<file path="src/rtl/kmdg_pkg.sv">
// ----------------------------------------------------------------------------
// kmdg_pkg
// Shared types and constants for the key matrix debounce and ghost filter.
// ----------------------------------------------------------------------------
package kmdg_pkg;

  // Matrix geometry (each at most 8, since keys are numbered row*8+col)
  localparam int unsigned ROWS = 8;
  localparam int unsigned COLS = 8;

  localparam int unsigned MatrixKeys = 64;
  localparam int unsigned NumKeys    = MatrixKeys + 1;
  localparam int unsigned KeyIdxW    = $clog2(NumKeys);

  localparam logic [KeyIdxW-1:0] ExtraKey     = KeyIdxW'(MatrixKeys);
  localparam logic [KeyIdxW-1:0] LastMatrixKey = KeyIdxW'(MatrixKeys - 1);

  // Configuration register indexes
  localparam int unsigned CfgIdxW = 2;
  localparam logic [CfgIdxW-1:0] CfgGhostTicks    = 2'd0;
  localparam logic [CfgIdxW-1:0] CfgDebounceTicks = 2'd1;
  localparam logic [CfgIdxW-1:0] CfgAltAsModifier = 2'd2;

  localparam logic [7:0] GhostTicksRst    = 8'd10;
  localparam logic [7:0] DebounceTicksRst = 8'd25;

  // Key positions that carry modifier bits
  localparam logic [5:0] KeyLeftCtrl  = 6'd2;
  localparam logic [5:0] KeyLeftShift = 6'd11;
  localparam logic [5:0] KeyLeftAlt   = 6'd5;
  localparam logic [5:0] KeyLeftGui   = 6'd52;

  typedef enum logic [2:0] {
    ST_IDLE,
    ST_PASS1,
    ST_PASS2,
    ST_DRAIN,
    ST_FINISH
  } ctrl_state_e;

  // Commands from controller to datapath
  typedef struct packed {
    logic               load_in;
    logic               clear_acc;
    logic               rd_en;
    logic               rd_pass2;
    logic [KeyIdxW-1:0] rd_addr;
    logic               out_load;
  } kmdg_cmd_t;

  // Status from datapath to controller
  typedef struct packed {
    logic out_busy;
  } kmdg_status_t;

  function automatic logic [7:0] modifier_of(input logic [5:0] key, input logic alt_en);
    logic [7:0] m;
    m = 8'h00;
    if (key == KeyLeftCtrl) begin
      m = 8'h01;
    end else if (key == KeyLeftShift) begin
      m = 8'h02;
    end else if (key == KeyLeftAlt) begin
      m = alt_en ? 8'h04 : 8'h00;
    end else if (key == KeyLeftGui) begin
      m = 8'h20;
    end
    return m;
  endfunction

endpackage

</file>
<file path="src/rtl/kmdg_ctrl.sv">
// ----------------------------------------------------------------------------
// kmdg_ctrl
// Sequencer: accepts a scan, walks the key store twice, hands off the result.
// ----------------------------------------------------------------------------
module kmdg_ctrl import kmdg_pkg::*; (
  input  logic         clk_i,
  input  logic         rst_ni,
  input  logic         in_valid_i,
  output logic         in_ready_o,
  input  logic         out_ready_i,
  input  kmdg_status_t status_i,
  output kmdg_cmd_t    cmd_o
);

  ctrl_state_e        state_q, state_d;
  logic [KeyIdxW-1:0] cnt_q, cnt_d;
  logic               out_free;

  assign out_free = !status_i.out_busy || out_ready_i;

  always_ff @(posedge clk_i or negedge rst_ni) begin
    if (!rst_ni) begin
      state_q <= ST_IDLE;
      cnt_q   <= '0;
    end else begin
      state_q <= state_d;
      cnt_q   <= cnt_d;
    end
  end

  // Next state
  always_comb begin
    state_d = state_q;
    cnt_d   = cnt_q;
    case (state_q)
      ST_IDLE: begin
        cnt_d = '0;
        if (in_valid_i) begin
          state_d = ST_PASS1;
        end
      end
      ST_PASS1: begin
        // pass 1 includes the extra key as the last entry
        if (cnt_q == ExtraKey) begin
          state_d = ST_PASS2;
          cnt_d   = '0;
        end else begin
          cnt_d = cnt_q + 1'b1;
        end
      end
      ST_PASS2: begin
        if (cnt_q == LastMatrixKey) begin
          state_d = ST_DRAIN;
          cnt_d   = '0;
        end else begin
          cnt_d = cnt_q + 1'b1;
        end
      end
      ST_DRAIN: begin
        state_d = ST_FINISH;
      end
      ST_FINISH: begin
        if (out_free) begin
          state_d = ST_IDLE;
        end
      end
      default: begin
        state_d = ST_IDLE;
        cnt_d   = '0;
      end
    endcase
  end

  // Outputs
  always_comb begin
    cmd_o      = '0;
    in_ready_o = 1'b0;
    case (state_q)
      ST_IDLE: begin
        in_ready_o      = 1'b1;
        cmd_o.load_in   = in_valid_i;
        cmd_o.clear_acc = in_valid_i;
      end
      ST_PASS1: begin
        cmd_o.rd_en   = 1'b1;
        cmd_o.rd_addr = cnt_q;
      end
      ST_PASS2: begin
        cmd_o.rd_en    = 1'b1;
        cmd_o.rd_pass2 = 1'b1;
        cmd_o.rd_addr  = cnt_q;
      end
      ST_DRAIN: begin
      end
      ST_FINISH: begin
        cmd_o.out_load = out_free;
      end
      default: begin
      end
    endcase
  end

endmodule

</file>
<file path="src/rtl/kmdg_datapath.sv">
// ----------------------------------------------------------------------------
// kmdg_datapath
// Key state store, per-key update, row/column counts and result registers.
// ----------------------------------------------------------------------------
module kmdg_datapath import kmdg_pkg::*; (
  input  logic                 clk_i,
  input  logic                 rst_ni,
  input  kmdg_cmd_t            cmd_i,
  output kmdg_status_t         status_o,
  input  logic                 cfg_valid_i,
  input  logic [CfgIdxW-1:0]   cfg_index_i,
  input  logic [7:0]           cfg_data_i,
  input  logic [63:0]          matrix_up_bits_i,
  input  logic                 extra_key_up_i,
  input  logic                 out_ready_i,
  output logic                 out_valid_o,
  output logic [63:0]          pressed_mask_o,
  output logic [63:0]          pending_mask_o,
  output logic                 extra_key_pressed_o,
  output logic [7:0]           scan_modifiers_o
);

  // Configuration
  logic [7:0] ghost_ticks_q, debounce_ticks_q;
  logic       alt_mod_q;

  always_ff @(posedge clk_i or negedge rst_ni) begin
    if (!rst_ni) begin
      ghost_ticks_q    <= GhostTicksRst;
      debounce_ticks_q <= DebounceTicksRst;
      alt_mod_q        <= 1'b0;
    end else if (cfg_valid_i) begin
      case (cfg_index_i)
        CfgGhostTicks:    ghost_ticks_q    <= cfg_data_i;
        CfgDebounceTicks: debounce_ticks_q <= cfg_data_i;
        CfgAltAsModifier: alt_mod_q        <= cfg_data_i[0];
        default: begin
        end
      endcase
    end
  end

  logic [7:0] press_load;
  assign press_load = (ghost_ticks_q == 8'hFF) ? 8'hFF : ghost_ticks_q + 8'd1;

  // Captured scan
  logic [63:0] up_q;
  logic        extra_up_q;

  always_ff @(posedge clk_i) begin
    if (cmd_i.load_in) begin
      up_q       <= matrix_up_bits_i;
      extra_up_q <= extra_key_up_i;
    end
  end

  // Key store: {status, debounce}; entries read as zero until first written
  logic [15:0]        key_mem [NumKeys];
  logic [NumKeys-1:0] entry_vld_q;
  logic [15:0]        rd_data_q;
  logic               rd_vld_q;
  logic               wr_en;
  logic [15:0]        wr_data;

  // Processing stage, in the cycle after the read is issued
  logic               proc_v_q, proc_pass2_q;
  logic [KeyIdxW-1:0] proc_k_q;

  always_ff @(posedge clk_i) begin
    if (wr_en) begin
      key_mem[proc_k_q] <= wr_data;
    end
    if (cmd_i.rd_en) begin
      rd_data_q <= key_mem[cmd_i.rd_addr];
    end
  end

  always_ff @(posedge clk_i or negedge rst_ni) begin
    if (!rst_ni) begin
      entry_vld_q  <= '0;
      rd_vld_q     <= 1'b0;
      proc_v_q     <= 1'b0;
      proc_pass2_q <= 1'b0;
      proc_k_q     <= '0;
    end else begin
      if (wr_en) begin
        entry_vld_q[proc_k_q] <= 1'b1;
      end
      if (cmd_i.rd_en) begin
        rd_vld_q <= entry_vld_q[cmd_i.rd_addr];
      end
      proc_v_q     <= cmd_i.rd_en;
      proc_pass2_q <= cmd_i.rd_pass2;
      proc_k_q     <= cmd_i.rd_addr;
    end
  end

  logic [7:0] st_r, db_r;
  logic [2:0] k_row, k_col;
  logic       is_extra, in_matrix;

  assign st_r     = rd_vld_q ? rd_data_q[15:8] : 8'd0;
  assign db_r     = rd_vld_q ? rd_data_q[7:0]  : 8'd0;
  assign k_row    = proc_k_q[5:3];
  assign k_col    = proc_k_q[2:0];
  assign is_extra = proc_k_q[KeyIdxW-1];
  assign in_matrix = !is_extra && (4'(k_row) < 4'(ROWS)) && (4'(k_col) < 4'(COLS));

  // Pass 1: debounce update
  logic [7:0] db_dec, st1, db1;
  logic       up_bit;

  assign up_bit = is_extra ? extra_up_q : up_q[proc_k_q[5:0]];
  assign db_dec = (db_r != 8'd0) ? db_r - 8'd1 : 8'd0;

  always_comb begin
    st1 = st_r;
    db1 = db_dec;
    if (up_bit) begin
      if (db_dec == 8'd0) begin
        st1 = 8'd0;
      end
    end else if (st_r == 8'd0) begin
      st1 = press_load;
      db1 = debounce_ticks_q;
    end
    // extra key has no ghost test
    if (is_extra && st1 > 8'd1) begin
      st1 = 8'd1;
    end
  end

  // Row/column counts saturate at 2: only "more than one" matters
  logic [1:0] row_pop_q [8];
  logic [1:0] col_pop_q [8];
  logic       ghost;
  logic [7:0] st2;

  assign ghost = (row_pop_q[k_row] == 2'd2) && (col_pop_q[k_col] == 2'd2);

  always_comb begin
    st2 = st_r;
    if (st_r > 8'd1) begin
      if (ghost) begin
        if (db_r != 8'd0) begin
          st2 = press_load;
        end else if (st_r > 8'd2) begin
          st2 = st_r - 8'd1;
        end
      end else begin
        st2 = st_r - 8'd1;
      end
    end
  end

  logic p1_act, p2_act;
  assign p1_act = proc_v_q && !proc_pass2_q && (in_matrix || is_extra);
  assign p2_act = proc_v_q && proc_pass2_q && in_matrix;

  assign wr_en   = p1_act || p2_act;
  assign wr_data = proc_pass2_q ? {st2, db_r} : {st1, db1};

  // Accumulators for the scan in progress
  logic [63:0] pressed_acc_q, pending_acc_q;
  logic [7:0]  mods_acc_q;
  logic        extra_acc_q;

  always_ff @(posedge clk_i) begin
    if (cmd_i.clear_acc) begin
      pressed_acc_q <= '0;
      pending_acc_q <= '0;
      mods_acc_q    <= '0;
      extra_acc_q   <= 1'b0;
      for (int i = 0; i < 8; i++) begin
        row_pop_q[i] <= '0;
        col_pop_q[i] <= '0;
      end
    end else if (p1_act) begin
      if (is_extra) begin
        extra_acc_q <= (st1 == 8'd1);
      end else begin
        if (st1 == 8'd1) begin
          mods_acc_q <= mods_acc_q | modifier_of(proc_k_q[5:0], alt_mod_q);
        end
        if (st1 != 8'd0) begin
          if (row_pop_q[k_row] != 2'd2) row_pop_q[k_row] <= row_pop_q[k_row] + 2'd1;
          if (col_pop_q[k_col] != 2'd2) col_pop_q[k_col] <= col_pop_q[k_col] + 2'd1;
        end
      end
    end else if (p2_act) begin
      pressed_acc_q[proc_k_q[5:0]] <= (st2 == 8'd1);
      pending_acc_q[proc_k_q[5:0]] <= (st2 > 8'd1);
    end
  end

  // Output register
  logic        out_valid_q;
  logic [63:0] pressed_q, pending_q;
  logic        extra_q;
  logic [7:0]  mods_q;

  always_ff @(posedge clk_i or negedge rst_ni) begin
    if (!rst_ni) begin
      out_valid_q <= 1'b0;
    end else if (cmd_i.out_load) begin
      out_valid_q <= 1'b1;
    end else if (out_ready_i) begin
      out_valid_q <= 1'b0;
    end
  end

  always_ff @(posedge clk_i) begin
    if (cmd_i.out_load) begin
      pressed_q <= pressed_acc_q;
      pending_q <= pending_acc_q;
      extra_q   <= extra_acc_q;
      mods_q    <= mods_acc_q;
    end
  end

  assign status_o.out_busy   = out_valid_q;
  assign out_valid_o         = out_valid_q;
  assign pressed_mask_o      = pressed_q;
  assign pending_mask_o      = pending_q;
  assign extra_key_pressed_o = extra_q;
  assign scan_modifiers_o    = mods_q;

endmodule

</file>
<file path="src/rtl/key_matrix_debounce_ghost_filter_unit.sv">
// ----------------------------------------------------------------------------
// key_matrix_debounce_ghost_filter_unit
// Debounce and ghost filtering of full key matrix scans.
// ----------------------------------------------------------------------------
// Each accepted scan is walked through the debounce pass (one key per cycle,
// extra key last) and the ghost pass over the 64 matrix keys, then the last
// key is finished and the output register is loaded. The controller then
// returns to idle, so a new scan is taken only once the previous one has
// reached the output register. The pace is set by the key state store, which
// gives one read and one write per cycle. A new scan may be accepted while the
// previous result waits in the output register. A finished result is held
// back until that register frees up. Configuration writes are always taken
// (cfg_ready_o is tied high) and belong between scans.
module key_matrix_debounce_ghost_filter_unit import kmdg_pkg::*; (
  input  logic               clk_i,
  input  logic               rst_ni,
  input  logic               cfg_valid_i,
  output logic               cfg_ready_o,
  input  logic [CfgIdxW-1:0] cfg_index_i,
  input  logic [7:0]         cfg_data_i,
  input  logic               in_valid_i,
  output logic               in_ready_o,
  input  logic [63:0]        matrix_up_bits_i,
  input  logic               extra_key_up_i,
  output logic               out_valid_o,
  input  logic               out_ready_i,
  output logic [63:0]        pressed_mask_o,
  output logic [63:0]        pending_mask_o,
  output logic               extra_key_pressed_o,
  output logic [7:0]         scan_modifiers_o
);

  kmdg_cmd_t    cmd;
  kmdg_status_t status;

  assign cfg_ready_o = 1'b1;

  kmdg_ctrl u_ctrl (
    .clk_i      (clk_i),
    .rst_ni     (rst_ni),
    .in_valid_i (in_valid_i),
    .in_ready_o (in_ready_o),
    .out_ready_i(out_ready_i),
    .status_i   (status),
    .cmd_o      (cmd)
  );

  kmdg_datapath u_datapath (
    .clk_i              (clk_i),
    .rst_ni             (rst_ni),
    .cmd_i              (cmd),
    .status_o           (status),
    .cfg_valid_i        (cfg_valid_i),
    .cfg_index_i        (cfg_index_i),
    .cfg_data_i         (cfg_data_i),
    .matrix_up_bits_i   (matrix_up_bits_i),
    .extra_key_up_i     (extra_key_up_i),
    .out_ready_i        (out_ready_i),
    .out_valid_o        (out_valid_o),
    .pressed_mask_o     (pressed_mask_o),
    .pending_mask_o     (pending_mask_o),
    .extra_key_pressed_o(extra_key_pressed_o),
    .scan_modifiers_o   (scan_modifiers_o)
  );

endmodule
</file>
<file path="config.mk">
export PLATFORM = sky130hd
export DESIGN_NAME = key_matrix_debounce_ghost_filter_unit
export DESIGN_NICKNAME = d
export VERILOG_FILES = /design/src/rtl/kmdg_pkg.sv /design/src/rtl/kmdg_ctrl.sv /design/src/rtl/kmdg_datapath.sv /design/src/rtl/key_matrix_debounce_ghost_filter_unit.sv
export SDC_FILE = /design/constraint.sdc
export NUM_CORES = 2
export LEC_CHECK = 0
export BUFFER_PORTS_ARGS = -buffer_cell sky130_fd_sc_hd__buf_2
export CAP_MARGIN = 20
export CORE_UTILIZATION = 40
export DETAILED_ROUTE_END_ITERATION = 6
export SYNTH_ARGS = -nofsm -noshare
export SYNTH_HDL_FRONTEND = slang
export SYNTH_SLANG_ARGS = --single-unit
</file>
<file path="constraint.sdc">
create_clock -name clk_i -period 8.26 [get_ports clk_i]
set_input_delay 1.652 -clock clk_i [delete_from_list [all_inputs] [get_ports clk_i]]
set_output_delay 1.652 -clock clk_i [all_outputs]
set_load 0.02 [all_outputs]
</file>
# == Word level (Yosys, flattened, before mapping) ==
# Memory sizes are Yosys's and may differ from the RTL's. A register that Yosys moved wholly into a read port is not among the register bits.
# Index checks and enable logic that the tools add are counted.
# op_classes
add_sub_neg,6
n_mul,0
div,0
n_lt_le_gt_ge,9
eq_ne,23
n_shift,0
muxes,73
bitwise_logic,4
n_reduce_logical,30
# ops
operator,count
two-way mux 8 bit,21
bitwise mux 64 bit,2
bitwise OR 65 bit,1
two-way mux 1 bit,29
"> comparator 8 x 1 -> 1 bit, second input constant",3
two-way mux 3 bit,7
two-way mux 7 bit,3
one-hot mux 7 bit (3 select lines),1
"equality test 8 x 1 -> 1 bit, second input constant",2
zero test 8 bit,2
"less-than comparator 7 x 8 -> 1 bit, second input constant",2
two-way mux 16 bit,1
nonzero test 8 bit,2
"subtractor 8 x 1 -> 8 bit, second input constant",2
one-hot mux 3 bit (5 select lines),1
AND reduction 2 bit,5
"adder 8 x 1 -> 8 bit, second input constant",1
"equality test 8 bit, second input constant",1
"> comparator 8 x 2 -> 1 bit, second input constant",1
bitwise OR 8 bit,1
OR reduction 2 bit,4
"adder 7 x 1 -> 7 bit, second input constant",1
binary-select mux 1 bit (select 7 bit),1
demux 1 bit (select 7 bit),1
other kinds (30),50
# totals
register_bits,442
latch_bits,0
ram_bits,1072
romBits,0
inputBits,80
word_cells,169
memories,3
# mem_list
name,depth,word_bits,rd,rd_ports_with_merged_regs,wr,line,text
u_datapath.key_mem,65,16,1,1,1,kmdg_datapath.sv:58,logic [15:0] key_mem [NumKeys];
u_datapath.col_pop_q,8,2,1,0,8,kmdg_datapath.sv:135,logic [1:0] col_pop_q [8];
u_datapath.row_pop_q,8,2,1,0,8,kmdg_datapath.sv:134,logic [1:0] row_pop_q [8];

# == Logic depth before layout (Yosys ltp) ==
# depth
word_depth,17
ltp_mapped,18
ltp_nobuf,12

# == By module ==
# From an unflattened synthesis, not the netlist that was laid out.
# unflattened
hier_cells,3615
area_unflattened_um2,59908.7
# by_module_without_submodules
module,n_inst,cells_each,area_each_um2,seq_area_each_um2
kmdg_datapath,1,3536,59200.5,43613.1
kmdg_ctrl,1,77,696.9,250.2
key_matrix_debounce_ghost_filter_unit,1,2,11.3,0.0

# == Least setup slack after synthesis ==
# No wires, ideal clock.
# synth_timing
path_kind,register to register
from,register u_datapath.proc_k_q[0]
to,memory u_datapath.key_mem[0][10] (data pin)
setup_ns,0.736
arrival_ns,5.754
t_required_ns,7.524
setup_slack_ns,1.770
stages_incl_launch_ff,13
n_path_buf,4
path_cell_list,dfrtp_1 > buf_4 > clkbuf_1 > mux4_2 > mux2_2 > inv_1 > ha_1 > clkbuf_1 > and2_1 > clkbuf_1 > nand2_1 > o22a_1 > o32ai_1
# synth_between
elab_chain_len,8
word_cells_on_any_way,13
cone_classes,1 x order compare; 1 x eq/ne; 8 x mux; 2 x reduce/logical; 1 x memory
# synth_lines
element,line,text
start: declaration,kmdg_datapath.sv:67,logic [KeyIdxW-1:0] proc_k_q;
start signal: assignment,kmdg_datapath.sv:94,proc_k_q <= cmd_i.rd_addr;
binary-select mux 1 bit (select 6 bit),kmdg_datapath.sv:113,assign up_bit = is_extra ? extra_up_q : up_q[proc_k_q[5:0]];
two-way mux 1 bit (implied by the code),kmdg_datapath.sv:113,
two-way mux 1 bit,kmdg_datapath.sv:113,
two-way mux 8 bit,kmdg_datapath.sv:119,if (up_bit) begin
> comparator 8 x 1 -> 1 bit,kmdg_datapath.sv:128,if (is_extra && st1 > 8'd1) begin
logical AND 1 bit,kmdg_datapath.sv:128,
two-way mux 8 bit,kmdg_datapath.sv:128,
two-way mux 16 bit *,kmdg_datapath.sv:161,"assign wr_data = proc_pass2_q ? {st2, db_r} : {st1, db1};"
net u_datapath.wr_data[10],kmdg_datapath.sv:63,logic [15:0] wr_data;
end: declaration,kmdg_datapath.sv:58,
# The timed path passes the listed nets; every way through them passes the cells marked *. The select of a mux whose other input is x is not followed.

# == Worst setup path after layout ==
# layout_timing
from,register u_datapath.proc_k_q[0]
to,register u_datapath.pressed_acc_q[22]
# layout_between
elab_chain_len,7
word_cells_on_any_way,12
cone_classes,2 x order compare; 2 x eq/ne; 5 x mux; 2 x reduce/logical; 1 x memory
# layout_lines
element,line,text
memory read (8 x 2 bit),--,
equality test 2 bit,kmdg_datapath.sv:139,assign ghost = (row_pop_q[k_row] == 2'd2) && (col_pop_q[k_col] == 2'd2);
logical AND 1 bit,kmdg_datapath.sv:139,
two-way mux 8 bit,kmdg_datapath.sv:144,if (ghost) begin
two-way mux 8 bit,kmdg_datapath.sv:143,if (st_r > 8'd1) begin
equality test 8 x 1 -> 1 bit,kmdg_datapath.sv:191,pressed_acc_q[proc_k_q[5:0]] <= (st2 == 8'd1);
bitwise mux 64 bit *,kmdg_datapath.sv:191,
end signal: indexed assignment,kmdg_datapath.sv:191,
end: declaration,kmdg_datapath.sv:164,"logic [63:0] pressed_acc_q, pending_acc_q;"
# Every way passes the cells marked *; elsewhere a longest branch is shown, timed or not.
# A chain may end at the register's enable or synchronous reset.

==> impl_metrics.env <==
export IMPL_num_rows=141
export IMPL_seq_area_um2=43900
export IMPL_fin_area_um2=68300
export IMPL_r2r_setup_slack_ns=3.01
export IMPL_finalMaxSlewViolations=0
export IMPL_grt_usage=0.222
export IMPL_vias_per_cell=5.85
export IMPL_irDropWorstVdd_mv=0.307
export IMPL_dpl_instance_area_um2=63400
export IMPL_holdPathEnd="u_datapath.pressed_mask_o[47]"
export IMPL_async_reset_ff_frac=0.0677
export IMPL_slew_headroom=0.274
export IMPL_power_density_nw_per_um2=369
export IMPL_cp_num_buf_inv=2
export IMPL_antenna_found_initial=3
export IMPL_grt_pass1_wl_um=252000
export IMPL_finalHoldViolCount=0
export IMPL_required_ns=8.97
export IMPL_crit_family="simple AND/OR/NAND/NOR gates"
export IMPL_cts_htree_levels=4
export IMPL_postCtsSetupBuffers=0
export IMPL_clock_sinks=1522
export IMPL_cp_max_fo=64
export IMPL_insertion_delay_ns=0.80
export IMPL_max_cap_violations=0
export IMPL_fin_crit_sh=0.635
export IMPL_dp_slack_ns=3.13
export IMPL_clk_path_buf_depth=3
export IMPL_synthTopCellsByArea="edfxtp_1, nand3_1, dfxtp_1, nand2_1, dfrtp_1"
export IMPL_multi_input_area_um2=14900
export IMPL_arrival_ns=5.95
export IMPL_wirelength_um=171000
export IMPL_post_drt_wl_per_cell_um=25.4
export IMPL_drtIter0Drc=4213
export IMPL_grt_max_degree=156
export IMPL_vias=39300
export IMPL_final_cells=6715
export IMPL_place_gp_congestion=0.831
export IMPL_overflow=0
export IMPL_worstPathCellList="mux4_2, mux2_2, inv_1, ha_1, and2_1, a22oi_1, o41ai_1, nand4b_1, nor3_4, buf_4, nand3_1, a21oi_1"
export IMPL_cp_start_kind="register"
export IMPL_fmax_mhz=191
export IMPL_fin_total_pwr_mw=25.2
export IMPL_cts_hold_buf=0
export IMPL_area_delta_synth_final_pct=14.1
export IMPL_die_h_um=389
export IMPL_synth_seq_area_share=0.733
export IMPL_hold_depth=0
export IMPL_finalSetupViolCount=0
export IMPL_hp_start="u_datapath.pressed_acc_q[47]"
export IMPL_hp_class="register to register"
export IMPL_start_util=0.404
export IMPL_fin_nets=4748
export IMPL_die_w_um=389
export IMPL_grt_pass1_vias=37500
export IMPL_reg2reg_depth=12
export IMPL_fin_crit_ns=5.25
export IMPL_drtAntennaViolNets=0
export IMPL_setup_tns_ns=0
export IMPL_cts_repair_resized=0
export IMPL_synth_most_common_cell="edfxtp_1"
export IMPL_endpoint_kind="register"
export IMPL_synth_common_cells="edfxtp_1, nand2_1, nand3_1"
export IMPL_cellLeakagePower_nw=23.4
export IMPL_worst_pin_slew_ns=1.08
export IMPL_layout_drive_gt1_share=0.155
export IMPL_ys_warn_count=0
export IMPL_firstDrtPassIters=7
export IMPL_finalClockSkew_ns=0.0270
export IMPL_grt_setup_unrepaired="no"
export IMPL_timing_final_ws_setup_ns=3.01
export IMPL_numCtsBuffers=154
export IMPL_port_buffers=214
export IMPL_fill_cells=13000
export IMPL_drc=0
export IMPL_yosysTopAreaCell="edfxtp_1"
export IMPL_path_clk_slew_ns=0.06
export IMPL_cts_tree="done"
export IMPL_dpl_cell_count=6431
export IMPL_setup_worst_path_class="register to register"
export IMPL_syn_cell_area_um2=59900
export IMPL_dp_hpwl_um=95900
export IMPL_whs_ns=0.420
export IMPL_coreArea_um2=148000
export IMPL_cpPeakStageDelay_ns=0.91
export IMPL_synth_seq_cells=1522
export IMPL_synth_top_area_frac=0.645
export IMPL_regToRegEndpoint="u_datapath.pressed_acc_q[22]"
export IMPL_rr_startpoint="u_datapath.proc_k_q[0]"
export IMPL_dieArea_um2=151000
export IMPL_ys_flop_type="edfxtp_1"
export IMPL_io_pins=220
export IMPL_cp_slowest_cell="dfrtp_1"
export IMPL_ys_types=76
export IMPL_synth_avg_cell_area_um2=13.3
export IMPL_synth_edff_count=1286
export IMPL_netlist_instances=4494
export IMPL_outcome="finished, final reports clean"
export IMPL_fin_util=0.461
export IMPL_root_buffer="clkbuf_16"
[metal layers]
layer / part of all wire / up-vias / global-route usage
li1: - / 17400 / -
met2: 0.48 / 1751 / 0.360
met1: 0.42 / 19800 / 0.304
met4: 0.027 / 2 / 0.0723
met5: 0.000047 / - / 0
met3: 0.077 / 267 / 0.0385
[how the worst max path moves through the flow]
| stage | from | end | slack, ns | depth (start not counted) |
|---|---|---|---|---|
| floorplan | u_datapath.proc_k_q[0] | u_datapath.key_mem[0][10] | 1.77 | 12 |
| detailed placement | u_datapath.proc_k_q[0] | u_datapath.pressed_acc_q[35] | 3.13 | 12 |
| global placement | u_datapath.proc_k_q[1] | u_datapath.key_mem[48][12] | 3.13 | 8 |
| global route | u_datapath.proc_k_q[0] | u_datapath.pressed_acc_q[32] | 2.82 | 12 |
| CTS | u_datapath.proc_k_q[0] | u_datapath.pressed_acc_q[35] | 3.11 | 12 |
| finish | u_datapath.proc_k_q[0] | u_datapath.pressed_acc_q[22] | 3.01 | 12 |
[power by group]
part           switching [mW]  internal, mW  total, mW
clock network            2.95          3.81       6.77
logic                    5.76          1.87       7.63
registers               0.305          10.5       10.8
total                    9.02          16.2       25.2
[state kept, by name, summed over array words and instances, names as in the netlist, 3 cells and up]
register / cells
u_datapath.up_q: 64
u_datapath.pressed_acc_q: 64
u_datapath.key_mem: 1040
u_ctrl.state_q: 3
u_datapath.pressed_mask_o: 64
u_datapath.debounce_ticks_q: 8
u_ctrl.cnt_q: 7
u_datapath.pending_mask_o: 64
u_datapath.mods_acc_q: 4
u_datapath.row_pop_q: 16
u_datapath.rd_data_q: 16
u_datapath.entry_vld_q: 65
u_datapath.pending_acc_q: 64
u_datapath.scan_modifiers_o: 4
u_datapath.col_pop_q: 16
u_datapath.ghost_ticks_q: 8
u_datapath.proc_k_q: 7
[layout make-up]
class,instances,share of cell area
flip-flops and latches,1522,0.642
multi-input cells,2611,0.217
clock buffers,199,0.0607
well taps,1930,0.0353
repair buffers,348,0.0324
clock inverters,83,0.0105
inverters,21,0.00156
diodes,1,0.0000366
[worst register-to-register path, stage by stage, from the launching register on]
cell	delay [ns]
dfrtp_1	0.91
mux4_2	0.59
mux2_2	0.37
inv_1	0.09
ha_1	0.68
and2_1	0.41
a22oi_1	0.17
o41ai_1	0.44
nand4b_1	0.29
nor3_4	0.22
buf_4	0.63
nand3_1	0.21
a21oi_1	0.17
[kinds of logic (layout without fill, tap and decap cells)]
| kind of cell | Yosys count | after routing | share of synthesized area |
|---|---|---|---|
| xor gates and xnor gates | 7 | 7 | 0.00102 |
| muxes | 93 | 93 | 0.0195 |
| adders and majority gates | 10 | 10 | 0.00209 |
| other | 2 | 6 | 0.000125 |
| AOI/OAI and AO/OA | 841 | 841 | 0.0949 |
| and+or+nand+nor | 1655 | 1655 | 0.126 |
| buffers and inverters | 364 | 651 | 0.0241 |
| DFF | 1522 | 1522 | 0.733 |
[layout by cell type, fill, tap and decap left out, types with 7 or more instances in the layout]
master / count
o221ai_1: 256
clkinv_8: 7
nor4_1: 19
o22ai_1: 18
or3_1: 11
a31oi_1: 55
buf_4: 124
mux2_2: 25
clkbuf_16: 158
a22oi_1: 10
nor3_1: 19
a211oi_1: 26
buf_12: 10
clkinv_1: 34
o211ai_1: 8
bufinv_16: 8
clkbuf_1: 37
dfrtp_1: 95
a311oi_1: 23
ha_1: 10
nand2_1: 657
or2_2: 72
nor2b_1: 11
mux4_2: 16
dfxtp_1: 133
o41ai_1: 18
buf_2: 213
a21oi_1: 223
clkinv_2: 23
edfxtp_1: 1286
o21ai_0: 151
nor3_2: 12
mux2i_1: 51
nand3_1: 588
nor2_1: 193
nand2b_1: 17
and2_1: 8
inv_1: 14
Power figures use the tool's default switching activity.
